File: src/design/fcfs_pkg.sv
// ----------------------------------------------------------------------------
// fcfs_pkg
// Shared types and codes for the first-come-first-serve scheduler.
// ----------------------------------------------------------------------------
`default_nettype none

package fcfs_pkg;

  localparam int DEFAULT_READY_DEPTH = 128;

  typedef enum logic {
    CMD_ARRIVAL = 1'b0,
    CMD_TICK    = 1'b1
  } command_t;

  typedef enum logic [1:0] {
    EV_ENTERED  = 2'd0,
    EV_RUNNING  = 2'd1,
    EV_FINISHED = 2'd2,
    EV_REJECTED = 2'd3
  } event_kind_t;

  typedef enum logic {
    ST_IDLE = 1'b0,
    ST_TICK = 1'b1
  } state_t;

  typedef struct packed {
    command_t    command;
    logic [7:0]  process_id;
    logic [15:0] service_time;
  } req_item_t;

  typedef struct packed {
    event_kind_t event_kind;
    logic [7:0]  event_process;
    logic [31:0] event_time;
    logic        last_event;
  } rsp_item_t;

  typedef struct packed {
    logic [7:0]  process_id;
    logic [15:0] service_time;
  } ready_entry_t;

  // up to two events written per cycle, second only with first
  typedef struct packed {
    logic      en0;
    logic      en1;
    rsp_item_t d0;
    rsp_item_t d1;
  } evq_wr_t;

endpackage

`default_nettype wire

File: src/design/fcfs_process_scheduler_core.sv
// ----------------------------------------------------------------------------
// fcfs_process_scheduler_core
// Non-preemptive FCFS scheduler: arrivals join a ready queue in memory,
// ticks count down the running process and start the queue head.
//
//   channel | direction | handshake            | payload
//   req     | in        | req_valid/req_stall  | command, process_id, service_time
//   rsp     | out       | rsp_valid/rsp_stall  | event_kind, process, time, last
//
// Arrival: resolved at accept, one event.
// Tick: the head entry is read from the ready memory in the accept
// cycle and used in the next, giving zero, one or two events.
// Reset clears pointers, count, processor state and time; memory is not cleared.
// req_stall is high while a tick is being applied (state ST_TICK) and while the output queue
// has fewer than two free entries.
// ----------------------------------------------------------------------------
`default_nettype none

module fcfs_process_scheduler_core #(
  parameter int READY_DEPTH = fcfs_pkg::DEFAULT_READY_DEPTH
) (
  input  wire logic                clk,
  input  wire logic                rst,
  input  wire logic                req_valid,
  output logic                     req_stall,
  input  wire fcfs_pkg::req_item_t req,
  output logic                     rsp_valid,
  input  wire logic                rsp_stall,
  output fcfs_pkg::rsp_item_t      rsp
);

  localparam int AW = (READY_DEPTH > 1) ? $clog2(READY_DEPTH) : 1;
  localparam int CW = $clog2(READY_DEPTH + 1);

  fcfs_pkg::state_t state;
  fcfs_pkg::state_t state_next;
  logic [AW-1:0]    head;
  logic [AW-1:0]    head_next;
  logic [AW-1:0]    tail;
  logic [AW-1:0]    tail_next;
  logic [CW-1:0]    count;
  logic [CW-1:0]    count_next;
  logic [7:0]       running_id;
  logic [7:0]       running_id_next;
  logic [15:0]      remaining;
  logic [15:0]      remaining_next;
  logic             busy;
  logic             busy_next;
  logic [31:0]      time_now;
  logic [31:0]      time_now_next;

  logic                   accept;
  logic                   room2;
  logic                   mem_wr_en;
  fcfs_pkg::ready_entry_t mem_wr_data;
  fcfs_pkg::ready_entry_t mem_rd_data;
  fcfs_pkg::evq_wr_t      evq_wr;

  logic        full;
  logic [15:0] rem_dec;
  logic        fin;
  logic        start;

  assign req_stall = (state != fcfs_pkg::ST_IDLE) || !room2;
  assign accept    = req_valid && !req_stall;
  assign full      = (count == CW'(READY_DEPTH));
  assign rem_dec   = remaining - 16'd1;
  assign fin       = busy && (rem_dec == 16'd0);
  assign start     = (!busy || fin) && (count != '0);

  always_comb begin
    state_next = state;
    case (state)
      fcfs_pkg::ST_IDLE: begin
        if (accept && req.command == fcfs_pkg::CMD_TICK) begin
          state_next = fcfs_pkg::ST_TICK;
        end
      end
      fcfs_pkg::ST_TICK: begin
        state_next = fcfs_pkg::ST_IDLE;
      end
      default: begin
        state_next = fcfs_pkg::ST_IDLE;
      end
    endcase
  end

  always_comb begin
    head_next       = head;
    tail_next       = tail;
    count_next      = count;
    running_id_next = running_id;
    remaining_next  = remaining;
    busy_next       = busy;
    time_now_next   = time_now;
    mem_wr_en       = 1'b0;
    mem_wr_data.process_id   = req.process_id;
    mem_wr_data.service_time = (req.service_time == 16'd0) ? 16'd1 : req.service_time;
    evq_wr.en0 = 1'b0;
    evq_wr.en1 = 1'b0;
    evq_wr.d0.event_kind    = fcfs_pkg::EV_ENTERED;
    evq_wr.d0.event_process = req.process_id;
    evq_wr.d0.event_time    = time_now;
    evq_wr.d0.last_event    = 1'b1;
    evq_wr.d1.event_kind    = fcfs_pkg::EV_RUNNING;
    evq_wr.d1.event_process = mem_rd_data.process_id;
    evq_wr.d1.event_time    = time_now;
    evq_wr.d1.last_event    = 1'b1;
    case (state)
      fcfs_pkg::ST_IDLE: begin
        if (accept && req.command == fcfs_pkg::CMD_ARRIVAL) begin
          evq_wr.en0 = 1'b1;
          if (full) begin
            evq_wr.d0.event_kind = fcfs_pkg::EV_REJECTED;
          end else begin
            mem_wr_en  = 1'b1;
            tail_next  = (tail == AW'(READY_DEPTH - 1)) ? '0 : tail + AW'(1);
            count_next = count + CW'(1);
          end
        end
      end
      fcfs_pkg::ST_TICK: begin
        time_now_next = time_now + 32'd1;
        if (busy) begin
          remaining_next = rem_dec;
        end
        if (fin) begin
          busy_next = 1'b0;
        end
        if (start) begin
          head_next       = (head == AW'(READY_DEPTH - 1)) ? '0 : head + AW'(1);
          count_next      = count - CW'(1);
          running_id_next = mem_rd_data.process_id;
          remaining_next  = (mem_rd_data.service_time == 16'd0) ? 16'd1
                                                                 : mem_rd_data.service_time;
          busy_next       = 1'b1;
        end
        if (fin) begin
          evq_wr.en0              = 1'b1;
          evq_wr.d0.event_kind    = fcfs_pkg::EV_FINISHED;
          evq_wr.d0.event_process = running_id;
          evq_wr.d0.last_event    = !start;
          evq_wr.en1              = start;
        end else if (start) begin
          evq_wr.en0              = 1'b1;
          evq_wr.d0.event_kind    = fcfs_pkg::EV_RUNNING;
          evq_wr.d0.event_process = mem_rd_data.process_id;
        end
      end
      default: begin
      end
    endcase
  end

  always_ff @(posedge clk) begin
    if (rst) begin
      state      <= fcfs_pkg::ST_IDLE;
      head       <= '0;
      tail       <= '0;
      count      <= '0;
      running_id <= '0;
      remaining  <= '0;
      busy       <= 1'b0;
      time_now   <= '0;
    end else begin
      state      <= state_next;
      head       <= head_next;
      tail       <= tail_next;
      count      <= count_next;
      running_id <= running_id_next;
      remaining  <= remaining_next;
      busy       <= busy_next;
      time_now   <= time_now_next;
    end
  end

  fcfs_ready_mem #(
    .READY_DEPTH (READY_DEPTH),
    .AW          (AW)
  ) u_ready_mem (
    .clk     (clk),
    .wr_en   (mem_wr_en),
    .wr_addr (tail),
    .wr_data (mem_wr_data),
    .rd_addr (head),
    .rd_data (mem_rd_data)
  );

  fcfs_event_queue u_event_queue (
    .clk       (clk),
    .rst       (rst),
    .wr        (evq_wr),
    .room2     (room2),
    .rsp_valid (rsp_valid),
    .rsp_stall (rsp_stall),
    .rsp       (rsp)
  );

endmodule

`default_nettype wire

File: src/design/fcfs_ready_mem.sv
// ----------------------------------------------------------------------------
// fcfs_ready_mem
// Ready queue storage: one write port, one registered read port.
// ----------------------------------------------------------------------------
`default_nettype none

module fcfs_ready_mem #(
  parameter int READY_DEPTH = fcfs_pkg::DEFAULT_READY_DEPTH,
  parameter int AW          = $clog2(READY_DEPTH)
) (
  input  wire logic                   clk,
  input  wire logic                   wr_en,
  input  wire logic [AW-1:0]          wr_addr,
  input  wire fcfs_pkg::ready_entry_t wr_data,
  input  wire logic [AW-1:0]          rd_addr,
  output fcfs_pkg::ready_entry_t      rd_data
);

  fcfs_pkg::ready_entry_t mem [READY_DEPTH];

  always_ff @(posedge clk) begin
    if (wr_en) begin
      mem[wr_addr] <= wr_data;
    end
    rd_data <= mem[rd_addr];
  end

endmodule

`default_nettype wire

File: src/design/fcfs_event_queue.sv
// ----------------------------------------------------------------------------
// fcfs_event_queue
// Four-entry output queue; takes up to two events a cycle, hands out one while rsp_stall is low.
// ----------------------------------------------------------------------------
`default_nettype none

module fcfs_event_queue (
  input  wire logic              clk,
  input  wire logic              rst,
  input  wire fcfs_pkg::evq_wr_t wr,
  output logic                   room2,
  output logic                   rsp_valid,
  input  wire logic              rsp_stall,
  output fcfs_pkg::rsp_item_t    rsp
);

  fcfs_pkg::rsp_item_t entries [4];
  logic [1:0] rd_ptr;
  logic [1:0] wr_ptr;
  logic [2:0] cnt;
  logic [1:0] rd_ptr_next;
  logic [1:0] wr_ptr_next;
  logic [2:0] cnt_next;
  logic       pop;

  assign rsp_valid = (cnt != 3'd0);
  assign rsp       = entries[rd_ptr];
  assign room2     = (cnt <= 3'd2);
  assign pop       = rsp_valid && !rsp_stall;

  always_comb begin
    rd_ptr_next = rd_ptr + {1'b0, pop};
    wr_ptr_next = wr_ptr + {1'b0, wr.en0} + {1'b0, wr.en1};
    cnt_next    = cnt + {2'b0, wr.en0} + {2'b0, wr.en1} - {2'b0, pop};
  end

  always_ff @(posedge clk) begin
    if (rst) begin
      rd_ptr <= '0;
      wr_ptr <= '0;
      cnt    <= '0;
    end else begin
      rd_ptr <= rd_ptr_next;
      wr_ptr <= wr_ptr_next;
      cnt    <= cnt_next;
    end
  end

  always_ff @(posedge clk) begin
    if (wr.en0) begin
      entries[wr_ptr] <= wr.d0;
    end
    if (wr.en1) begin
      entries[wr_ptr + 2'd1] <= wr.d1;
    end
  end

endmodule

`default_nettype wire
File: config.mk
export PLATFORM = sky130hd
export DESIGN_NAME = fcfs_process_scheduler_core
export DESIGN_NICKNAME = d
export VERILOG_FILES = /design/src/design/fcfs_pkg.sv /design/src/design/fcfs_process_scheduler_core.sv /design/src/design/fcfs_ready_mem.sv /design/src/design/fcfs_event_queue.sv
export SDC_FILE = /design/constraint.sdc
export NUM_CORES = 2
export LEC_CHECK = 0
export ABC_AREA = 1
export BUFFER_PORTS_ARGS = -buffer_cell sky130_fd_sc_hd__buf_2
export CAP_MARGIN = 20
export CORE_ASPECT_RATIO = 1.75
export CORE_UTILIZATION = 45
export CTS_CLUSTER_DIAMETER = 80
export DETAILED_ROUTE_END_ITERATION = 8
export PLACE_DENSITY_LB_ADDON = 0.1
export SYNTH_ARGS = -nofsm -noshare
export SYNTH_HDL_FRONTEND = slang
export SYNTH_SLANG_ARGS = --single-unit
File: constraint.sdc
create_clock -name clk -period 4 [get_ports clk]
set_input_delay 0.8 -clock clk [delete_from_list [all_inputs] [get_ports clk]]
set_output_delay 0.8 -clock clk [all_outputs]
set_load 0.01 [all_outputs]
# After elaboration in Yosys (flattened, before gate mapping)
# Memory sizes are Yosys's and may differ from the RTL's. A register that Yosys moved wholly into a read port is not among the register bits.
# Index checks and enable logic that the tools add are counted.
[word_totals] register_bits=87 mem_bits_rw=3244 inputBits=29 output_inout_bits=45 elab_cells=99 memories=2
[mem_list] memory="u_ready_mem.mem" words=128 word_bits=24 read_ports=1 rd_ports_with_merged_regs=1 wr=1 line_no="fcfs_ready_mem.sv:19" rtl="fcfs_pkg::ready_entry_t mem [READY_DEPTH];"
[mem_list] memory="u_event_queue.entries" words=4 word_bits=43 read_ports=1 rd_ports_with_merged_regs=1 wr=2 line_no="fcfs_event_queue.sv:17" rtl="fcfs_pkg::rsp_item_t entries [4];"
[classes] n_addsub=13 order_cmp=1 eq_ne=6 mux=38 bitwise=3 reduce_logical=25
[op_table] operator="16-bit two-way mux" count=4
[op_table] operator="16-bit logical NOT" count=3
[op_table] operator="32-bit by 1-bit adder with 32-bit output, second input constant" count=1
[op_table] operator="8-bit two-way mux" count=4
[op_table] operator="1-bit two-way mux" count=19
[op_table] operator="8-bit case mux with 2 select lines" count=1
[op_table] operator="16-bit by 1-bit subtractor with 16-bit output, second input constant" count=1
[op_table] operator="7-bit by 1-bit adder with 7-bit output, second input constant" count=2
[op_table] operator="7-bit equality test, second input constant" count=2
[op_table] operator="7-bit two-way mux" count=2
[op_table] operator="10-bit two-way mux" count=1
[op_table] operator="9-bit two-way mux" count=1
[op_table] operator="8-bit by 1-bit adder with 8-bit output, second input constant" count=1
[op_table] operator="8-bit equality test, second input constant" count=1
[op_table] operator="8-bit nonzero test" count=1
[op_table] operator="8-bit by 1-bit subtractor with 8-bit output, second input constant" count=1
[op_table] operator="2-bit by 1-bit adder with 2-bit output" count=3
[op_table] operator="3-bit by 1-bit adder with 3-bit output" count=2
[op_table] operator="1-bit logical AND" count=6
[op_table] operator="2-bit two-way mux" count=3
[op_table] operator="2-bit AND reduction" count=3
[op_table] operator="3-bit AND reduction" count=2
[op_table] operator="1-bit logical NOT" count=5
[op_table] operator="2-bit inequality test, second input constant" count=2
[op_table] operator="10 further kinds" count=15

# Logic depth before layout (Yosys ltp)
[logic_depth] ltp_word=11 mapped_depth=21 ltp_nobuf=21

# Hierarchy
# A second synthesis with hierarchy kept.
[unflattened] cells_unflattened=12215 area_unflattened_um2=139341.1
[modules_own_cells] mod="fcfs_ready_mem" n_inst=1 cells_each=10092 area_each_um2=124049.0 seq_area_each_um2=92728.9
[modules_own_cells] mod="fcfs_event_queue" n_inst=1 cells_each=1307 area_each_um2=10136.0 seq_area_each_um2=5305.1
[modules_own_cells] mod="fcfs_process_scheduler_core" n_inst=1 cells_each=816 area_each_um2=5156.2 seq_area_each_um2=1601.5

# Worst setup path before layout
# No wires, ideal clock.
[synth_path] path_kind="input -> register" startpoint="in req_valid" endpoint="mem u_ready_mem.mem[63][0] (netlist bit) (enable)" arrival_time_ns=3.391 required_ns=3.565 path_slack_ns=0.174 cell_stages=8 path_cell_list="nand3_1 nor2_1 inv_1 nor2_2 nand2_1 inv_1 nand2_1 nor3_1"
[synth_via] elab_chain_cells=6
[synth_rtl] element="start: declaration" line_no="fcfs_process_scheduler_core.sv:24" rtl="input wire logic req_valid,"
[synth_rtl] element="1-bit logical AND" line_no="fcfs_process_scheduler_core.sv:65" rtl="assign accept = req_valid && !req_stall;"
[synth_rtl] element="1-bit logical AND" line_no="fcfs_process_scheduler_core.sv:111" rtl="if (accept && req.command == fcfs_pkg::CMD_ARRIVAL) begin"
[synth_rtl] element="1-bit two-way mux" line_no="fcfs_process_scheduler_core.sv:111"
[synth_rtl] element="1-bit two-way mux" line_no="fcfs_process_scheduler_core.sv:109" rtl="case (state)"
[synth_rtl] element="1-bit two-way mux" line_no="fcfs_ready_mem.sv:22" rtl="if (wr_en) begin"
[synth_rtl] element="1-bit two-way mux (implied by the code)" line_no="fcfs_ready_mem.sv:23" rtl="mem[wr_addr] <= wr_data;"
[synth_rtl] element="end: declaration" line_no="fcfs_ready_mem.sv:19"
# Every way passes these cells.

# Worst setup path after layout
[layout_path] startpoint="reg remaining[0]" endpoint="reg u_event_queue.cnt[2]"
[layout_via] elab_chain_cells=11 word_cells_on_any_way=13
[layout_rtl] element="start: declaration" line_no="fcfs_process_scheduler_core.sv:45" rtl="logic [15:0] remaining;"
[layout_rtl] element="start signal: assignment" line_no="fcfs_process_scheduler_core.sv:171" rtl="remaining <= remaining_next;"
[layout_rtl] element="16-bit by 1-bit subtractor with 16-bit output (*)" line_no="fcfs_process_scheduler_core.sv:67" rtl="assign rem_dec = remaining - 16'd1;"
[layout_rtl] element="16-bit logical NOT (*)" line_no="fcfs_process_scheduler_core.sv:68" rtl="assign fin = busy && (rem_dec == 16'd0);"
[layout_rtl] element="1-bit logical AND (*)" line_no="fcfs_process_scheduler_core.sv:68"
[layout_rtl] element="1-bit logical OR" line_no="fcfs_process_scheduler_core.sv:69" rtl="assign start = (!busy || fin) && (count != '0);"
[layout_rtl] element="1-bit logical AND" line_no="fcfs_process_scheduler_core.sv:69"
[layout_rtl] element="1-bit two-way mux" line_no="fcfs_process_scheduler_core.sv:144" rtl="end else if (start) begin"
[layout_rtl] element="1-bit two-way mux" line_no="fcfs_process_scheduler_core.sv:138" rtl="if (fin) begin"
[layout_rtl] element="1-bit case mux with 2 select lines" line_no="fcfs_process_scheduler_core.sv:109"
[layout_rtl] element="3-bit by 1-bit adder with 3-bit output" line_no="fcfs_event_queue.sv:34" rtl="cnt_next = cnt + {2'b0, wr.en0} + {2'b0, wr.en1} - {2'b0, pop};"
[layout_rtl] element="3-bit by 1-bit adder with 3-bit output (*)" line_no="fcfs_event_queue.sv:34"
[layout_rtl] element="3-bit by 1-bit subtractor with 3-bit output (*)" line_no="fcfs_event_queue.sv:34"
[layout_rtl] element="end signal: assignment" line_no="fcfs_event_queue.sv:45" rtl="cnt <= cnt_next;"
[layout_rtl] element="end: declaration" line_no="fcfs_event_queue.sv:20" rtl="logic [2:0] cnt;"
# Every way passes the cells marked *; elsewhere a longest branch is shown, timed or not.
# A chain may end at the register's enable or synchronous reset.

==> reports/metrics.cfg <==
[run_status]
status = finished, final reports clean

[synthesis]
yosysWarnings = 0
synth.ff_latch_count = 3355
synthTopCellsByArea = edfxtp_1, o21ai_0, nor2_1, o22ai_1, nand2_1
synth_nets = 10300
yosysSeqAreaShare_pct = 75.0
synth_top_flop_cell = edfxtp_1
synth-edff-count = 3232
synth.top_cell.area_share_pct = 73.1
yosysUniqueCellTypes = 53
synthCells = 10300
syn_area_um2 = 133000
synthArstFlopShare_pct = 0
synth.avg_cell_area_um2 = 12.9
yosysTopAreaCell = edfxtp_1

[timing]
fin_setup_tns_ps = 0
rsz0062_at_grt = no
worst_pin_slew_ps = 1200
finalClockSkew_ps = 44.3
finalCriticalPeriod_ps = 3550
max_freq_mhz = 281
relSlewSlack_pct = 19.8
report.final.slew_viol_count = 0
fin_crit_sh_pct = 88.9
finalSetupViolCount = 0
hold_viol_final = 0

[drt]
drtPass1Iterations = 6
routed_via_density = 6.09
vias = 88500
drt_iter0_markers = 9066
drc = 0
ant_nets = 0
post_drt_wl_per_cell_um = 30.0
routed_wirelength_um = 436000

[global_routing]
grt_pass1_vias = 85500
globalRouteMet2Util_pct = 50.2
grt_pass1_wl_um = 617000
grt_antenna_before_repair = 16
grt_usage_pct = 28.7
busiest_layer = met2
gr-usage-met1_pct = 34.3
grt_max_degree = 129
grt-ovfl-total = 0
grtUsageMet3_pct = 3.57

[cts]
insertion_delay_ps = 910
root_buffer = clkbuf_16
clk_pin_slew_ps = 60
post_cts_resized = 0
numCtsBuffers = 312
hold_buffers = 0
cts.sinks = 3355
clk_path_buf_depth = 4
postCtsSetupRepairBufs = 0
cts_tree = yes
htreeDepth = 5

[worst_setup_path]
cp-end-kind = register
critPathBufInv = 3
required_ps = 4750
start_kind = register
cpPeakStageDelay_ps = 410
cp.arrival_ps = 4310
cp_top_family = adder cells
critical_path.cell_chain = inv_1, ha_1, nand2_2, nor2_4, xor2_1, nor2_1, nand2_1, nor2_2, nand2_2, nand2_4, nand2_2, nand2_4, inv_1, ha_1, inv_1, fa_1, fa_1, xor2_1, nor2_1
crit_type = reg2reg
crit_path_top_delay_cell = fa_1
worst-path-max-fanout = 6

[floorplan]
start_util_pct = 45.3
core_area_um2 = 293000
dieArea_um2 = 297000
rows = 263
io-pin-count = 74
fp.dieH_um = 720
die_w_um = 412

[layout]
final_util_pct = 51.5
final_area_um2 = 151000
fillers = 24700
layout-drive-gt1-share_pct = 11.7
area_growth_pct = 13.8
fin_nets = 10500
fin_cells = 14500
regArea_um2 = 99500
multiInputGateArea_um2 = 30100

[place]
place_area_um2 = 141000
dp.cells = 14000
hpwlAfterDp_um = 260000
io_buffer_count = 73
gp_congestion = 0.874

[run]
max_cap_viol_count = 0

[power]
power_mw = 78.6
vdd_ir_drop_max_mv = 0.327
leakagePower_nw = 48.9
p_per_area_nw_per_um2 = 521

[min_path]
min_path_type = in2reg

## cell usage after synthesis, types with 30 or more instances
cell / count
o21ai_0: 1708
nand2_1: 665
buf_1: 30
buf_2: 69
o221ai_1: 276
clkbuf_1: 633
edfxtp_1: 3232
inv_1: 134
nor3_1: 30
o211ai_1: 83
a21oi_1: 238
nand3_1: 353
a21oi_2: 40
nor2_1: 1910
o22ai_1: 523
a31oi_1: 32
nand4_1: 54
dfxtp_1: 123
## power by group
group	leakage, nW	switching, mW	internal (mW)	total [mW]
Sequential	30.2	0.275	38.8	39.1
Combinational	14.0	7.27	2.82	10.1
Clock	4.75	13.1	16.3	29.4
Total	48.9	20.7	58.0	78.6
## state kept, by name (all words and copies together) (netlist names)
register               count
u_event_queue.rd_ptr       2
u_event_queue.wr_ptr       2
running_id                 8
u_event_queue.entries    172
state                      1
busy                       1
u_ready_mem.rd_data       24
time_now                  32
head                       7
count                      8
u_event_queue.cnt          3
remaining                 16
tail                       7
u_ready_mem.mem         3072
## per-layer routing
layer,vias up,routed length [µm]
met3,810,26300
met1,45400,159000
met4,6,26600
li1,38700,-
met5,-,46
met2,3569,223000
## worst paths after layout
| check | endpoint | startpoint | cells after the start | slack, ps |
|---|---|---|---|---|
| setup / recovery | u_event_queue.cnt[2] | remaining[0] | 19 | 450 |
| hold / removal | u_ready_mem.mem[64][7] | req[7] | 1 | 140 |
| setup reg to reg | u_event_queue.cnt[2] | remaining[0] | 19 | 450 |
| hold reg to reg | running_id[5] | running_id[5] | 2 | 450 |
## worst register-to-register path, delay by kind of cell (launching register included)
| family | cells | cell delay [ps] |
|---|---|---|
| buf+inv | 3 | 290 |
| fa+ha+maj | 4 | 1410 |
| flops | 1 | 310 |
| xor+xnor | 2 | 280 |
| simple gates | 10 | 1110 |
## metrics by stage
step | hold slack, ps | setup slack [ps]
after CTS | 90.3 | 366
after detailed placement | 446 | 426
after global placement | 438 | 363
after floorplan | 430 | 174
final | 145 | 446
after global routing | 120 | 202
## area by class of cell
cell class	instances	share of cell area, %
Sequential cell	3355	65.9
Clock buffer	412	5.60
Antenna cell	8	0.0133
Tap cell	3842	3.18
Timing Repair Buffer	597	4.15
Clock inverter	132	0.843
Multi-Input combinational cell	6039	19.9
Inverter	147	0.389
## cell usage in the layout (no fill, tap or decap), drive strengths merged, types with 22 or more instances in the layout
| cell | instances |
|---|---|
| dfxtp | 123 |
| buf | 597 |
| nand3 | 354 |
| o21ai | 1710 |
| nand4 | 54 |
| clkbuf | 412 |
| nor2 | 1924 |
| a31oi | 32 |
| edfxtp | 3232 |
| bufinv | 22 |
| clkinv | 104 |
| o221ai | 276 |
| nor3 | 32 |
| a21oi | 279 |
| o22ai | 523 |
| o211ai | 83 |
| nand2 | 683 |
| inv | 148 |
## kinds of logic (layout without fill, tap and decap cells)
family	Yosys count	after routing	share of synthesized area, %
DFF	3355	3355	75.0
and+or+nand+nor	3077	3077	9.36
AOI/OAI and AO/OA	2929	2929	12.7
buffers and inverters	893	1288	2.65
adders and majority gates	18	18	0.192
xor gates and xnor gates	15	15	0.0990
other	0	8	0
No activity file was read; power rests on OpenSTA's default activity.
